==> src/rtl/core/hrlp_pkg.sv <==
// Shared types, codes and the URI character table for the request-line parser.
// No dependencies.
package hrlp_pkg;
  localparam int POS_BITS = 13;
  localparam logic [POS_BITS-1:0] POS_MAX = {POS_BITS{1'b1}};

  localparam logic [2:0] RES_AGAIN = 3'd0;
  localparam logic [2:0] RES_DONE = 3'd1;
  localparam logic [2:0] RES_BAD_METHOD = 3'd2;
  localparam logic [2:0] RES_BAD_REQ = 3'd3;
  localparam logic [2:0] RES_BAD_VER = 3'd4;
  localparam logic [2:0] RES_BAD_09 = 3'd5;

  localparam logic [1:0] KIND_UNKNOWN = 2'd0;
  localparam logic [1:0] KIND_GET = 2'd1;
  localparam logic [1:0] KIND_POST = 2'd2;

  localparam logic [255:0] PLAIN_CHARS = {
    32'hffffffff, 32'hffffffff, 32'hffffffff, 32'hffffffff,
    32'h7fffffff, 32'hffffffff, 32'h7fff37d6, 32'h00000000};

  // byte class decided by the front part
  typedef struct packed {
    logic [7:0] ch;
    logic       plain;
    logic       mchar;
    logic       ctrl;
    logic       digit;
  } byte_cls_t;

  // one result
  typedef struct packed {
    logic [2:0]          status;
    logic [1:0]          method_code;
    logic                major;
    logic [9:0]          minor;
    logic                cpx;
    logic                quo;
    logic                plus;
    logic [POS_BITS-1:0] ub;
    logic [POS_BITS-1:0] uf;
    logic [POS_BITS-1:0] ab;
    logic [POS_BITS-1:0] eb;
  } result_t;
endpackage

==> src/rtl/core/hrlp_front.sv <==
// Front part: takes request bytes, classifies them, pushes into a two-entry queue.
// Depends on hrlp_pkg.
module hrlp_front (
  input  logic               clk,
  input  logic               rst,
  input  logic               in_valid,
  output logic               in_stall,
  input  logic [7:0]         in_byte,
  output logic               q_valid,
  input  logic               q_pop,
  output hrlp_pkg::byte_cls_t q_data
);
  import hrlp_pkg::*;
  byte_cls_t mem [2];
  logic       wp, rp;
  logic [1:0] cnt;
  byte_cls_t  c;
  logic       push;

  always_comb begin
    c.ch = in_byte;
    c.plain = PLAIN_CHARS[in_byte];
    c.mchar = (in_byte inside {[8'h41:8'h5a]}) || in_byte == 8'h5f || in_byte == 8'h2d;
    c.ctrl = in_byte < 8'h20 || in_byte == 8'h7f;
    c.digit = in_byte inside {[8'h30:8'h39]};
  end

  assign in_stall = cnt == 2'd2;
  assign push = in_valid && !in_stall;
  assign q_valid = cnt != 2'd0;
  assign q_data = mem[rp];

  always_ff @(posedge clk) begin
    if (push) mem[wp] <= c;
    if (rst) begin
      wp <= 1'b0;
      rp <= 1'b0;
      cnt <= 2'd0;
    end else begin
      if (push) wp <= ~wp;
      if (q_pop) rp <= ~rp;
      cnt <= cnt + {1'b0, push} - {1'b0, q_pop};
    end
  end
endmodule

==> src/rtl/core/hrlp_back.sv <==
// Back part: request-line state machine with an output register.
// Depends on hrlp_pkg.
module hrlp_back (
  input  logic               clk,
  input  logic               rst,
  input  logic               q_valid,
  output logic               q_pop,
  input  hrlp_pkg::byte_cls_t q_data,
  output logic               out_valid,
  input  logic               out_stall,
  output hrlp_pkg::result_t  res
);
  import hrlp_pkg::*;
  localparam logic [4:0] ST_START = 5'd0, ST_METHOD = 5'd1, ST_SP_URI = 5'd2,
    ST_SLASH = 5'd3, ST_CHECK = 5'd4, ST_URI = 5'd5, ST_H09 = 5'd6, ST_H = 5'd7,
    ST_HT = 5'd8, ST_HTT = 5'd9, ST_HTTP = 5'd10, ST_MAJ1 = 5'd11, ST_MAJ = 5'd12,
    ST_MIN1 = 5'd13, ST_MIN = 5'd14, ST_SP_END = 5'd15, ST_ALMOST = 5'd16;

  logic [4:0] state, state_next;
  logic [31:0] mbytes, mbytes_next;
  logic [2:0] mlen, mlen_next;
  logic major, major_next;
  logic [9:0] minor, minor_next;
  logic cpx, cpx_next, quo, quo_next, plus, plus_next;
  logic [POS_BITS-1:0] pos, pos_next, ub, ub_next, uf, uf_next, ab, ab_next;
  logic [POS_BITS-1:0] eb, eb_next, npos;
  logic [1:0] kind, kind_next;
  logic [2:0] rs;
  logic [7:0] ch;
  logic [3:0] dig;
  logic [13:0] m10;
  logic uend;

  assign ch = q_data.ch;
  assign dig = ch[3:0];
  assign q_pop = q_valid && (!out_valid || !out_stall);
  assign npos = (pos == POS_MAX) ? POS_MAX : pos + 1'b1;
  assign m10 = {1'b0, minor, 3'b000} + {3'b000, minor, 1'b0} + {10'd0, dig};
  assign uend = ch == 8'h20 || ch == 8'h0d || ch == 8'h0a;

  function automatic logic [2:0] fin(input logic mj, input logic [9:0] mn,
                                     input logic [1:0] k);
    fin = (!mj && mn == 10'd9 && k != KIND_GET) ? RES_BAD_09 : RES_DONE;
  endfunction

  always_comb begin
    state_next = state; mbytes_next = mbytes; mlen_next = mlen;
    major_next = major; minor_next = minor; cpx_next = cpx; quo_next = quo;
    plus_next = plus; ub_next = ub; uf_next = uf; ab_next = ab; eb_next = eb;
    kind_next = kind; rs = RES_AGAIN;
    case (state)
      ST_START: begin
        if (ch == 8'h0d || ch == 8'h0a) begin
        end else if (!q_data.mchar) rs = RES_BAD_METHOD;
        else begin
          mbytes_next = {24'd0, ch}; mlen_next = 3'd1; major_next = 1'b0;
          minor_next = '0; cpx_next = 1'b0; quo_next = 1'b0; plus_next = 1'b0;
          ub_next = '0; uf_next = '0; ab_next = '0; eb_next = '0;
          kind_next = KIND_UNKNOWN; state_next = ST_METHOD;
        end
      end
      ST_METHOD: begin
        if (ch == 8'h20) begin
          if (mlen == 3'd3 && mbytes == 32'h00544547) kind_next = KIND_GET;
          else if (mlen == 3'd4 && mbytes == 32'h54534f50) kind_next = KIND_POST;
          else kind_next = KIND_UNKNOWN;
          state_next = ST_SP_URI;
        end else if (!q_data.mchar) rs = RES_BAD_METHOD;
        else begin
          case (mlen)
            3'd1: mbytes_next[15:8] = ch;
            3'd2: mbytes_next[23:16] = ch;
            3'd3: mbytes_next[31:24] = ch;
            default: begin end
          endcase
          if (mlen != 3'd7) mlen_next = mlen + 3'd1;
        end
      end
      ST_SP_URI: begin
        if (ch == 8'h2f) begin ub_next = pos; state_next = ST_SLASH; end
        else if (ch != 8'h20) rs = RES_BAD_REQ;
      end
      ST_SLASH, ST_CHECK, ST_URI: begin
        if (q_data.plain) begin
          if (state == ST_SLASH) state_next = ST_CHECK;
        end else if (uend) begin
          uf_next = pos;
          if (ch == 8'h20) state_next = ST_H09;
          else begin
            minor_next = 10'd9;
            if (ch == 8'h0d) state_next = ST_ALMOST;
            else rs = fin(major, 10'd9, kind);
          end
        end else if (state == ST_SLASH) begin
          if (ch == 8'h2e || ch == 8'h2f || ch == 8'h23) begin
            cpx_next = 1'b1; state_next = ST_URI;
          end else if (ch == 8'h25) begin quo_next = 1'b1; state_next = ST_URI; end
          else if (ch == 8'h3f) begin ab_next = npos; state_next = ST_URI; end
          else if (ch == 8'h2b) plus_next = 1'b1;
          else if (q_data.ctrl) rs = RES_BAD_REQ;
          else state_next = ST_CHECK;
        end else if (state == ST_CHECK) begin
          if (ch == 8'h2f) begin eb_next = '0; state_next = ST_SLASH; end
          else if (ch == 8'h2e) eb_next = npos;
          else if (ch == 8'h25) begin quo_next = 1'b1; state_next = ST_URI; end
          else if (ch == 8'h3f) begin ab_next = npos; state_next = ST_URI; end
          else if (ch == 8'h23) begin cpx_next = 1'b1; state_next = ST_URI; end
          else if (ch == 8'h2b) plus_next = 1'b1;
          else if (q_data.ctrl) rs = RES_BAD_REQ;
        end else begin
          if (ch == 8'h23) cpx_next = 1'b1;
          else if (q_data.ctrl) rs = RES_BAD_REQ;
        end
      end
      ST_H09: begin
        if (ch == 8'h20) begin
        end else if (ch == 8'h0d) begin minor_next = 10'd9; state_next = ST_ALMOST; end
        else if (ch == 8'h0a) begin minor_next = 10'd9; rs = fin(major, 10'd9, kind); end
        else if (ch == 8'h48) state_next = ST_H;
        else rs = RES_BAD_REQ;
      end
      ST_H: if (ch == 8'h54) state_next = ST_HT; else rs = RES_BAD_REQ;
      ST_HT: if (ch == 8'h54) state_next = ST_HTT; else rs = RES_BAD_REQ;
      ST_HTT: if (ch == 8'h50) state_next = ST_HTTP; else rs = RES_BAD_REQ;
      ST_HTTP: if (ch == 8'h2f) state_next = ST_MAJ1; else rs = RES_BAD_REQ;
      ST_MAJ1: begin
        if (!q_data.digit || ch == 8'h30) rs = RES_BAD_REQ;
        else if (ch != 8'h31) rs = RES_BAD_VER;
        else begin major_next = 1'b1; state_next = ST_MAJ; end
      end
      ST_MAJ: begin
        if (ch == 8'h2e) state_next = ST_MIN1;
        else if (!q_data.digit) rs = RES_BAD_REQ;
        else rs = RES_BAD_VER;
      end
      ST_MIN1: begin
        if (!q_data.digit) rs = RES_BAD_REQ;
        else begin minor_next = {6'd0, dig}; state_next = ST_MIN; end
      end
      ST_MIN: begin
        if (ch == 8'h0d) state_next = ST_ALMOST;
        else if (ch == 8'h0a) rs = fin(major, minor, kind);
        else if (ch == 8'h20) state_next = ST_SP_END;
        else if (!q_data.digit || minor > 10'd99) rs = RES_BAD_REQ;
        else minor_next = m10[9:0];
      end
      ST_SP_END: begin
        if (ch == 8'h20) begin
        end else if (ch == 8'h0d) state_next = ST_ALMOST;
        else if (ch == 8'h0a) rs = fin(major, minor, kind);
        else rs = RES_BAD_REQ;
      end
      ST_ALMOST: if (ch == 8'h0a) rs = fin(major, minor, kind); else rs = RES_BAD_REQ;
      default: state_next = ST_START;
    endcase
    if (rs != RES_AGAIN || (state == ST_ALMOST && ch == 8'h0a)) state_next = ST_START;
    if (state == ST_H09 && ch == 8'h0a) state_next = ST_START;
    pos_next = (state_next == ST_START) ? '0 : ((state == ST_START) ? 13'd1 : npos);
  end

  always_ff @(posedge clk) begin
    if (rst) begin
      state <= ST_START; mbytes <= '0; mlen <= '0; major <= 1'b0; minor <= '0;
      cpx <= 1'b0; quo <= 1'b0; plus <= 1'b0; pos <= '0; ub <= '0; uf <= '0;
      ab <= '0; eb <= '0; kind <= KIND_UNKNOWN; out_valid <= 1'b0;
    end else begin
      if (q_pop) begin
        state <= state_next; mbytes <= mbytes_next; mlen <= mlen_next;
        major <= major_next; minor <= minor_next; cpx <= cpx_next; quo <= quo_next;
        plus <= plus_next; pos <= pos_next; ub <= ub_next; uf <= uf_next;
        ab <= ab_next; eb <= eb_next; kind <= kind_next;
      end
      if (q_pop) out_valid <= 1'b1;
      else if (!out_stall) out_valid <= 1'b0;
    end
    if (q_pop) begin
      res.status <= rs; res.method_code <= kind_next; res.major <= major_next;
      res.minor <= minor_next; res.cpx <= cpx_next; res.quo <= quo_next;
      res.plus <= plus_next; res.ub <= ub_next; res.uf <= uf_next;
      res.ab <= ab_next; res.eb <= eb_next;
    end
  end
endmodule

==> src/rtl/core/http_request_line_parser.sv <==
// Top level of the HTTP request-line parser.
// Depends on hrlp_pkg, hrlp_front, hrlp_back.
//
// Usage:
//  - Input channel: in_valid/in_stall carry one raw request byte (in_byte)
//    per transfer; accepted when in_valid is high and in_stall low.
//  - Output channel: out_valid/out_stall carry exactly one result per byte:
//    status, method_code, version, URI flags and URI offsets.
//  - An accepted byte sits in the front queue until the state machine takes
//    it; its result is then held in the back's output register.
//  - Throughput: one byte per cycle while the output is not stalled, with one
//    state machine step per byte; the table lookup on the byte is in the front.
//  - A two-entry queue parts the front (classification) from the back
//    (state machine); the back holds its result register while out_valid and
//    out_stall are high, and the front keeps taking bytes until the queue is full.
//  - Reset (rst, synchronous): empties the queue, drops the output and
//    puts the parser in its start state with all offsets and flags zero.
//  - After done or any error the parser starts over with the next byte.
module http_request_line_parser (
  input  logic                          clk,
  input  logic                          rst,
  input  logic                          in_valid,
  output logic                          in_stall,
  input  logic [7:0]                    in_byte,
  output logic                          out_valid,
  input  logic                          out_stall,
  output logic [2:0]                    status,
  output logic [1:0]                    method_code,
  output logic                          version_major,
  output logic [9:0]                    version_minor,
  output logic                          uri_complex,
  output logic                          uri_quoted,
  output logic                          uri_plus,
  output logic [hrlp_pkg::POS_BITS-1:0] uri_begin,
  output logic [hrlp_pkg::POS_BITS-1:0] uri_finish,
  output logic [hrlp_pkg::POS_BITS-1:0] args_begin,
  output logic [hrlp_pkg::POS_BITS-1:0] ext_begin
);
  import hrlp_pkg::*;
  logic q_valid, q_pop;
  byte_cls_t q_data;
  result_t res;

  hrlp_front u_front (.clk, .rst, .in_valid, .in_stall, .in_byte,
                      .q_valid, .q_pop, .q_data);
  hrlp_back u_back (.clk, .rst, .q_valid, .q_pop, .q_data,
                    .out_valid, .out_stall, .res);

  assign status = res.status;
  assign method_code = res.method_code;
  assign version_major = res.major;
  assign version_minor = res.minor;
  assign uri_complex = res.cpx;
  assign uri_quoted = res.quo;
  assign uri_plus = res.plus;
  assign uri_begin = res.ub;
  assign uri_finish = res.uf;
  assign args_begin = res.ab;
  assign ext_begin = res.eb;
endmodule

==> config.mk <==
export PLATFORM = sky130hd
export DESIGN_NAME = http_request_line_parser
export DESIGN_NICKNAME = d
export VERILOG_FILES = /design/src/rtl/core/hrlp_pkg.sv /design/src/rtl/core/hrlp_front.sv /design/src/rtl/core/hrlp_back.sv /design/src/rtl/core/http_request_line_parser.sv
export SDC_FILE = /design/constraint.sdc
export NUM_CORES = 1
export LEC_CHECK = 0
export BUFFER_PORTS_ARGS = -buffer_cell sky130_fd_sc_hd__buf_2
export CORE_MARGIN = 4
export CORE_UTILIZATION = 29
export CTS_CLUSTER_SIZE = 16
export DETAILED_ROUTE_END_ITERATION = 7
export PLACE_DENSITY = 0.53
export SYNTH_ARGS = -nofsm -noshare
export SYNTH_HDL_FRONTEND = slang
export SYNTH_SLANG_ARGS = --single-unit
export TNS_END_PERCENT = 100
==> constraint.sdc <==
create_clock -name clk -period 4.7 [get_ports clk]
set_input_delay 0 -clock clk [delete_from_list [all_inputs] [get_ports clk]]
set_output_delay 0 -clock clk [all_outputs]
set_load 0.02 [all_outputs]
Word-level counts from Yosys, hierarchy flattened
Memories as Yosys holds them, arrays and structs flattened. A register that Yosys moved wholly into a read port is not among the register bits.
Index checks and enable logic that the tools add are counted.
{ "totals": {"regBits": 197, "word_cells": 347, "input_bits": 12, "output_inout_bits": 73, "memories": 2, "romBits": 256, "latchBits": 0, "ramBits": 24} }
{ "classes": {"n_eq_ne": 54, "div_mod_pow": 0, "muxes": 203, "add_sub_neg": 6, "bitwise_logic": 3, "n_reduce_logical": 40, "shifts": 0, "magnitude_cmp": 7, "multipliers": 0} }
{ "mem_list": {"columns": ["memory", "depth", "width", "read_ports", "rd_ports_with_merged_regs", "wr", "line", "text"], "rows": [
  ["(no name shown)", 256, 1, 1, 0, 0, "hrlp_front.sv:22", "c.plain = PLAIN_CHARS[in_byte];"],
  ["u_front.mem", 2, 12, 1, 1, 1, "hrlp_front.sv:14", "byte_cls_t mem [2];"]
]} }
{ "op_table": {"columns": ["cell", "count"], "rows": [
  ["$mux 13", 29],
  ["$mux 5", 39],
  ["$mux 10", 13],
  ["$mux 3", 38],
  ["$pmux 13 s2", 4],
  ["$pmux 5 s15", 1],
  ["$eq 8x6->1 const B", 9],
  ["$mux 32", 2],
  ["$pmux 10 s5", 1],
  ["$mux 1", 48],
  ["$mux 24", 2],
  ["$pmux 24 s2", 1],
  ["$pmux 3 s14", 1],
  ["$eq 5x4->1 const B", 8],
  ["$eq 8x7->1 const B", 5],
  ["$eq 32x23->1 const B", 1],
  ["$eq 32x31->1 const B", 1],
  ["$mux 2", 15],
  ["$reduce_and 7->1", 4],
  ["$mux 8", 3],
  ["$eq 5x3->1 const B", 4],
  ["$eq 8x4->1 const B", 2],
  ["$ne 2x1->1 const B", 8],
  ["$ne 8x6->1 const B", 2],
  ["other kinds (37)", 72]
]} }

Longest topological paths before layout
Gate-level depths: netlist of run 1.
{ "logic_depth": {"depth_word": 18, "mapped_depth": 19, "ltp_nobuf": 16} }

Modules after synthesis
From an unflattened synthesis of run 1, not the netlist that was laid out.
{ "hier_totals": {"cells_unflattened": 1232, "area_unflattened_um2": 11292.1} }
{ "modules_own_cells": {"columns": ["mod", "seq_area_each_um2", "cells_per_inst", "area_per_inst_um2", "instances"], "rows": [
  ["hrlp_back", 4574.4, 1141, 9984.6, 1],
  ["hrlp_front", 820.8, 91, 1307.5, 1]
]} }

Worst setup path before layout of run 1
Ideal clock, no wire load.
{ "synth_timing": {"path_type": "register to register", "from": "register u_back.out_valid", "to": "register u_front.cnt[1]", "path_slack_ps": 306, "n_path_buf": 2, "required_time_ps": 4572, "setup_ps": 128, "path_stages_with_launch": 12, "arrival_time_ps": 4266, "synth_period_minus_slack_ps": 4394, "path_cell_list": "dfxtp_1 -> nand2_1 -> o21ai_1 -> inv_1 -> clkbuf_1 -> buf_1 -> ha_1 -> inv_1 -> ha_1 -> xor2_1 -> xnor2_1 -> nor2_1"} }
{ "synth_between": {"elab_chain_cells": 4} }
{ "synth_rtl": {"columns": ["element", "line", "text"], "rows": [
  ["start, declared", "hrlp_back.sv:9", "output logic out_valid,"],
  ["start signal, assigned", "hrlp_back.sv:165", "ab <= '0; eb <= '0; kind <= KIND_UNKNOWN; out_valid <= 1'b0;"],
  ["start signal, assigned", "hrlp_back.sv:173", "if (q_pop) out_valid <= 1'b1;"],
  ["start signal, assigned", "hrlp_back.sv:174", "else if (!out_stall) out_valid <= 1'b0;"],
  ["$logic_not 1->1", "hrlp_back.sv:36", "assign q_pop = q_valid && (!out_valid || !out_stall);"],
  ["$logic_or 1x1->1", "hrlp_back.sv:36", null],
  ["$logic_and 1x1->1", "hrlp_back.sv:36", null],
  ["net q_pop", "http_request_line_parser.sv:40", "logic q_valid, q_pop;"],
  ["$sub 2x1->2", "hrlp_front.sv:42", "cnt <= cnt + {1'b0, push} - {1'b0, q_pop};"],
  ["end signal, assigned", "hrlp_front.sv:42", null],
  ["end, declared", "hrlp_front.sv:16", "logic [1:0] cnt;"]
]} }
The timed path passes the listed nets, and every way through them passes these cells.
A chain may end at the register's enable or synchronous reset.

==> results.md, run 1 <==
- Count of input and output buffers: 84
- DR iter-0 viols: 717
- Post-synth top cells: nand2_1 (211), nor2_1 (151), dfxtp_1 (127)
- Initial Util: 0.2957
- Buffers & Inverters on Critical Path: 2
- Worst setup path class: flop to flop
- Worst Path Arrival: 4.38 ns
- Dominant cell type by area after synthesis: edfxtp_1
- Crit path max-delay family: simple AND/OR/NAND/NOR gates
- Crit path top cell by count: buf_4
- Fin. max-slew vios: 0
- CP endpoint kind: flop
- Vias in the first global route: 9060
- Top-count cell post-synth: nand2_1
- Final TNS setup: 0 ns
- Status: finished clean
- CP required: 5.16 ns
- Synth cell types: 78
- Worst-path cell chain: buf_4 > nand2b_1 > o22ai_1 > and3_1 > nor4_1 > o2111a_1 > buf_4 > and2_1 > o21ai_0 > a21oi_1
- Synth area leaders: edfxtp_1 (25%), dfxtp_1 (23%), nand2_1 (7.1%), nor2_1 (5.1%), a21oi_1 (3.8%)
- Clock skew: 0.01582 ns
- Max clock buf depth: 3
- Post-Syn Instances: 1239
- Worst Hold Class: primary input to flop
- Final period utilization: 0.8336
- Avg Cell Area, Syn: 9.031 µm²
- Clk slew on worst S/H paths: 0.07 ns
- Later-pin clock latency in the skew report: 0.54 ns
- Die Height: 204.4 µm
- Final hold slack: 0.2678 ns
- # hold bufs at CTS: 11
- CP max FO: 25
- Largest family of logic cells by synthesized area: simple AND/OR/NAND/NOR gates
- Slack of the worst reg-to-reg path: 0.78 ns
- Hold Vio Cnt, Final: 0
- Routed len/inst: 17.46 µm
- 1st-pass router iterations: 8
- Ratio of cells with drive above 1 in the final layout: 0.1328
- Core area: 37840 µm²
- Initial antenna violation count: 0
- Max-Cap Viols: 0
- Async SR Flop Fraction: 0
- GPL Wtd Cong: 0.9056
- Total wire length: 32.20 mm
- DP Wirelength: 22.68 mm
- Prevailing post-synth register cell: dfxtp_1
- Synth Area in XOR/XNOR: 0.01644
- Compound-Gate Fraction of Synth Area: 0.1724
- Total CTS buffers: 26
- Top Ports: 85
- Maximum vdd drop: 0.3004 mV
- Postcts setup bufs: 0
- Worst Tran Pin Value: 0.9851 ns
- Worst path slowest cell: dfxtp_1
- Startpoint Class: flop
- Endpoints failing setup: 0
- Adder-cell share of the synthesized area: 0.03377
- Die area: 41790 µm²
- Largest net degree at the start of global routing: 70
- Leakage power: 5.027 nW
- Routed Antenna Nets: 0
- Clock Sinks: 222
- Antenna fix cells: 0
- Vias: 9478
- Fmax: 0.2552 GHz
- # DRC: 0
- Nets@finish: 1354
- Mux contribution to synthesized area: 0.03712
- RSZ-0062 raised after global routing: false
- Layout Area Growth over Synthesis: 16.82%
- Clk root buf: clkbuf_16
- Yosys Warn Count: 0
- Die span in x: 204.4 µm
- Relative slew margins: 0.3340
- Avg Vias per Cell: 5.140
- CTS resizes: 0
- FP Rows: 71
- Sequential area share after synthesis: 0.4822
- Post-Syn Area: 11190 µm²
- GRT overflow: 0
- Max incr delay on CP: 0.72 ns
- Simple-gate portion of the synthesized area: 0.2230
- First-pass GRT wire length: 51.20 mm
- H-tree depth: 1
- GRT Total Usage: 0.1494
- Register bit total from synthesis: 222
- Tmin final: 3.918 ns
- Area share of the largest cell type after synthesis: 0.2549
- Synth Net Count: 1280
- Post-synth EDFFs: 95
- CTS tree: built
- PD cells: 521.4 nW/µm²
[worst reg2reg max path, stage by stage (launching register included)]
cell	delay (ns)
dfxtp_1	0.72
buf_4	0.31
nand2b_1	0.14
o22ai_1	0.20
and3_1	0.43
nor4_1	0.45
o2111a_1	0.51
buf_4	0.33
and2_1	0.42
o21ai_0	0.15
a21oi_1	0.16
[power breakdown]
group          total (mW)  switching, mW  internal [mW]
combinational        2.21           1.55          0.655
sequential           2.69          0.196           2.49
clock                1.92          0.807           1.11
total                6.81           2.56           4.26
[logic make-up after synthesis]
kind of cell	count (synthesis)
and+or+nand+nor	537
buffers and inverters	98
DFF	222
AOI/OAI and AO/OA	291
adders and majority gates	29
xor gates and xnor gates	21
muxes	41
[sequential cells by signal, indices dropped and copies added (netlist names), 10 cells and up, named ones only]
name / flops
u_back.pos: 13
u_back.uf: 13
u_back.minor: 10
u_back.ab: 13
u_back.mbytes: 32
u_back.eb: 13
u_back.ub: 13
u_back.res: 71
u_front.mem: 24
[metal layers]
layer / global-route usage / vias up / wire length [µm] / part of all wire
met3: 0.02269 / 53 / 1832 / 0.057
met1: 0.2035 / 4528 / 14400 / 0.45
li1: - / 4614 / - / -
met5: 0 / - / 0 / 0
met4: 0.04235 / 0 / 988 / 0.031
met2: 0.2474 / 283 / 14980 / 0.47
[layout by cell type (no fill, tap or decap), drive strengths merged, types with 7 or more instances in the layout]
master and n:
nand2 212, nor3b 8, o21ai 74, nor2 151, xnor2 11, dfxtp 127
or2 7, clkbuf 36, dlygate4sd3 11, edfxtp 95, nand2b 11, a21oi 86
buf 107, ha 27, clkinv 9, mux2i 37, a22oi 13, inv 28
nand4 7, nor4 9, xor2 10, a31oi 8, nand3 37, a21o 7
nor3 27, and2 16, a22o 23, and3 9, a211oi 15
[worst paths after layout]
path                              startpoint                           to  depth (start not counted)
setup / recovery                        flop    u_back.ab[1]$_SDFFE_PP0P_                         10
hold / removal                    in_byte[5]  u_front.mem[1][9]$_DFFE_PP_                          2
setup reg to reg                        flop    u_back.ab[1]$_SDFFE_PP0P_                         10
hold reg to reg   u_back.uf[11]$_SDFFE_PP0P_   u_back.uf[11]$_SDFFE_PP0P_                          2
[cell type report]
| class | count | area [µm²] |
|---|---|---|
| clock inverters | 12 | 103.9 |
| multi-input cells | 919 | 5419 |
| clock buffers | 36 | 708.2 |
| fillers | 3971 | 24770 |
| inverters | 26 | 100.1 |
| repair buffers | 118 | 705.7 |
| flip-flops and latches | 222 | 5395 |
| well taps | 511 | 639.4 |
[through the flow]
step           power (mW)  worst slack, ns  area (µm²)    util  instances
6_report            6.815           0.7822       13070  0.3454       1844
5_1_grt             7.218           0.4780       13070  0.3454       1844
4_1_cts             6.911           0.8240       13070  0.3454       1844
3_5_place_dp        4.962           0.8434       12150  0.3210       1785
3_3_place_gp        4.941           0.8889       12150  0.3210       1785
2_1_floorplan       4.237           0.3061       11190       -       1239
Note: power is estimated with default switching activity, not from simulation.
==> inputs of run 2 (changes only) <==
--- a/config.mk
+++ b/config.mk
@@ -10,7 +10,7 @@
 export CORE_UTILIZATION = 29
 export CTS_CLUSTER_SIZE = 16
 export DETAILED_ROUTE_END_ITERATION = 7
-export PLACE_DENSITY = 0.53
+export PLACE_DENSITY = 0.55
 export SYNTH_ARGS = -nofsm -noshare
 export SYNTH_HDL_FRONTEND = slang
 export SYNTH_SLANG_ARGS = --single-unit
==> constraint.sdc (replaced) <==
create_clock -name clk -period 3.35 [get_ports clk]
set_input_delay 0 -clock clk [delete_from_list [all_inputs] [get_ports clk]]
set_output_delay 0 -clock clk [all_outputs]
set_load 0.02 [all_outputs]
==> run 2 against run 1 <==
Clock power is 54% higher. Register-to-register slack worse by 0.64 ns. Critical endpoint is now u_back.pos[4]$_SDFFE_PP0P_. Non-clock buffer count is 52 higher. Clock skew is 0.0077 ns lower. Power is 48% higher.
==> results.md, run 2 (synthesis results as in run 1) <==
- Commonest non-fill, non-tap cell in the layout: nand2_1
- Vias: 9610
- RSZ-0062 raised after global routing: true
- Vias in the first global route: 9216
- Clock Sinks: 222
- Non-Filler Instances: 1894
- Pwr Total: 10.06 mW
- Reg2Reg Capture Point: u_back.pos[4]$_SDFFE_PP0P_
- Nets@finish: 1405
- Final period utilization: 0.9585
- Die Height: 204.4 µm
- Initial Util: 0.2957
- Endpoints failing setup: 0
- Hold path cells: 2
- CP max FO: 6
- Postcts setup bufs: 0
- Max reg flops: 71
- Status: finished clean
- CTS tree: built
- CP endpoint kind: flop
- Leakage power: 5.362 nW
- Avg Vias per Cell: 5.074
- PD cells: 737.3 nW/µm²
- First-pass GRT wire length: 51.41 mm
- Max-Cap Viols: 0
- Top Ports: 85
- GRT overflow: 0
- FP Rows: 71
- Clk root buf: clkbuf_16
- Worst setup path class: flop to flop
- Fin. max-slew vios: 0
- H-tree depth: 1
- Worst Hold Class: primary input to flop
- Fmax: 0.3114 GHz
- Final TNS setup: 0 ns
- DP Wirelength: 23.62 mm
- Clk slew on worst S/H paths: 0.06 ns
- Largest regs: u_back.res (71), u_back.mbytes (32), u_front.mem (24)
- DR iter-0 viols: 660
- Clock skew: 0.008143 ns
- Total CTS buffers: 25
- GRT Total Usage: 0.1504
- Hold Crit Start: in_byte[7]
- GPL Wtd Cong: 0.9555
- Final core utilization: 0.3604
- Hold Vio Cnt, Final: 0
- Worst-case reg-to-reg path depth: 10
- Largest net degree at the start of global routing: 72
- 1st-pass router iterations: 7
- Initial antenna violation count: 0
- Die span in x: 204.4 µm
- Tmin final: 3.211 ns
- CP required: 3.83 ns
- Routed len/inst: 17.18 µm
- Count of input and output buffers: 84
- Worst Tran Pin Value: 1.001 ns
- Max clock buf depth: 3
- Layout Area Growth over Synthesis: 21.88%
- Multi-input logic area: 5448 µm²
- Maximum vdd drop: 0.3636 mV
- Worst Path Arrival: 3.69 ns
- Die area: 41790 µm²
- # DRC: 0
- Commonest non-fill, non-tap cells in the layout: nand2_1 (211), nor2_1 (151), dfxtp_1 (126)
- Slack of the worst reg-to-reg path: 0.14 ns
- Routed Antenna Nets: 0
- Worst Hold Path EP: u_front.mem[1][11]$_DFFE_PP_
- Startpoint Class: flop
- Core area: 37840 µm²
- Later-pin clock latency in the skew report: 0.54 ns
- FF+latch area: 5396 µm²
- Relative slew margins: 0.3305
- Total wire length: 32.54 mm
- Antenna fix cells: 0
- DP Cell Count: 1836
- Top reg by flops: u_back.res
- Ratio of cells with drive above 1 in the final layout: 0.1735
- Reg-to-Reg Start: u_front.mem[0][10]$_DFFE_PP_
- # fillers: 3867
run 2: cell count changes in the layout (fill, tap and decap cells not counted), moves of 3 or more:
cell       previous run  this run
buf_12                0         4
buf_4                24        70
bufinv_16             1         4
clkbuf_1              8         4
run 2: cell type report:
class,count,share of cell area
clock buffer,35,0.05339
clock inverter,11,0.01266
inverter,26,0.007339
multi-input combinational,919,0.3994
sequential,222,0.3957
tap,511,0.04688
timing repair buffer,170,0.08459
run 2: through the flow:
| step | instance area (µm²) | setup WS (ns) | hold slack [ns] |
|---|---|---|---|
| 2_1_floorplan | 11210 | 0.02482 | 0.09887 |
| 3_3_place_gp | 12590 | 0.09264 | 0.2731 |
| 3_5_place_dp | 12590 | 0.1584 | 0.2759 |
| 4_1_cts | 13600 | 0.1283 | 0.2411 |
| 5_1_grt | 13640 | -0.04387 | 0.2762 |
| 6_report | 13640 | 0.1389 | 0.2552 |
run 2: worst max-delay path, stage by stage, from the launching register on:
cell and delay, ns:
edfxtp_1 0.40, or3_4 0.44, a222oi_1 0.53, a22o_1 0.27
o2111ai_2 0.14, a311oi_2 0.39, nand2_2 0.14, nor4b_4 0.29
nand4_1 0.21, buf_4 0.24, o21ai_2 0.11
run 2: timing repair:
| item | 4_1_cts | 5_1_grt |
|---|---|---|
| endpoints found under the setup margin | 0 | 42 |
| hold buffers | 11 | 0 |
| hold endpoints to repair | 60 | 0 |
| resized for setup | 0 | 12 |
run 2: where the power goes:
part	switching, mW	internal (mW)
registers	0.256	3.49
clock network	1.13	1.83
logic	2.25	1.10
total	3.63	6.43
run 2: per-layer routing:
metal / GRT usage / vias up / wire length [µm]
met2: 0.2491 / 253 / 15090
met4: 0.04451 / 0 / 988
met1: 0.2053 / 4594 / 14950
li1: - / 4707 / -
met5: 0 / - / 0
met3: 0.02110 / 56 / 1519
run 2: how the worst max path moves through the flow:
stage | startpoint | to | slack (ns) | cells after the start
CTS | flop | u_back.pos[0]$_SDFFE_PP0P_ | 0.13 | 12
finish | u_front.mem[0][10]$_DFFE_PP_ | u_back.pos[4]$_SDFFE_PP0P_ | 0.14 | 10
detailed placement | flop | u_back.pos[0]$_SDFFE_PP0P_ | 0.16 | 12
global placement | flop | u_back.res[11]$_DFFE_PP_ | 0.09 | 11
floorplan | flop | u_back.minor[9]$_SDFFE_PP0P_ | 0.02 | 17
global route | flop | u_back.pos[11]$_SDFFE_PP0P_ | -0.04 | 12
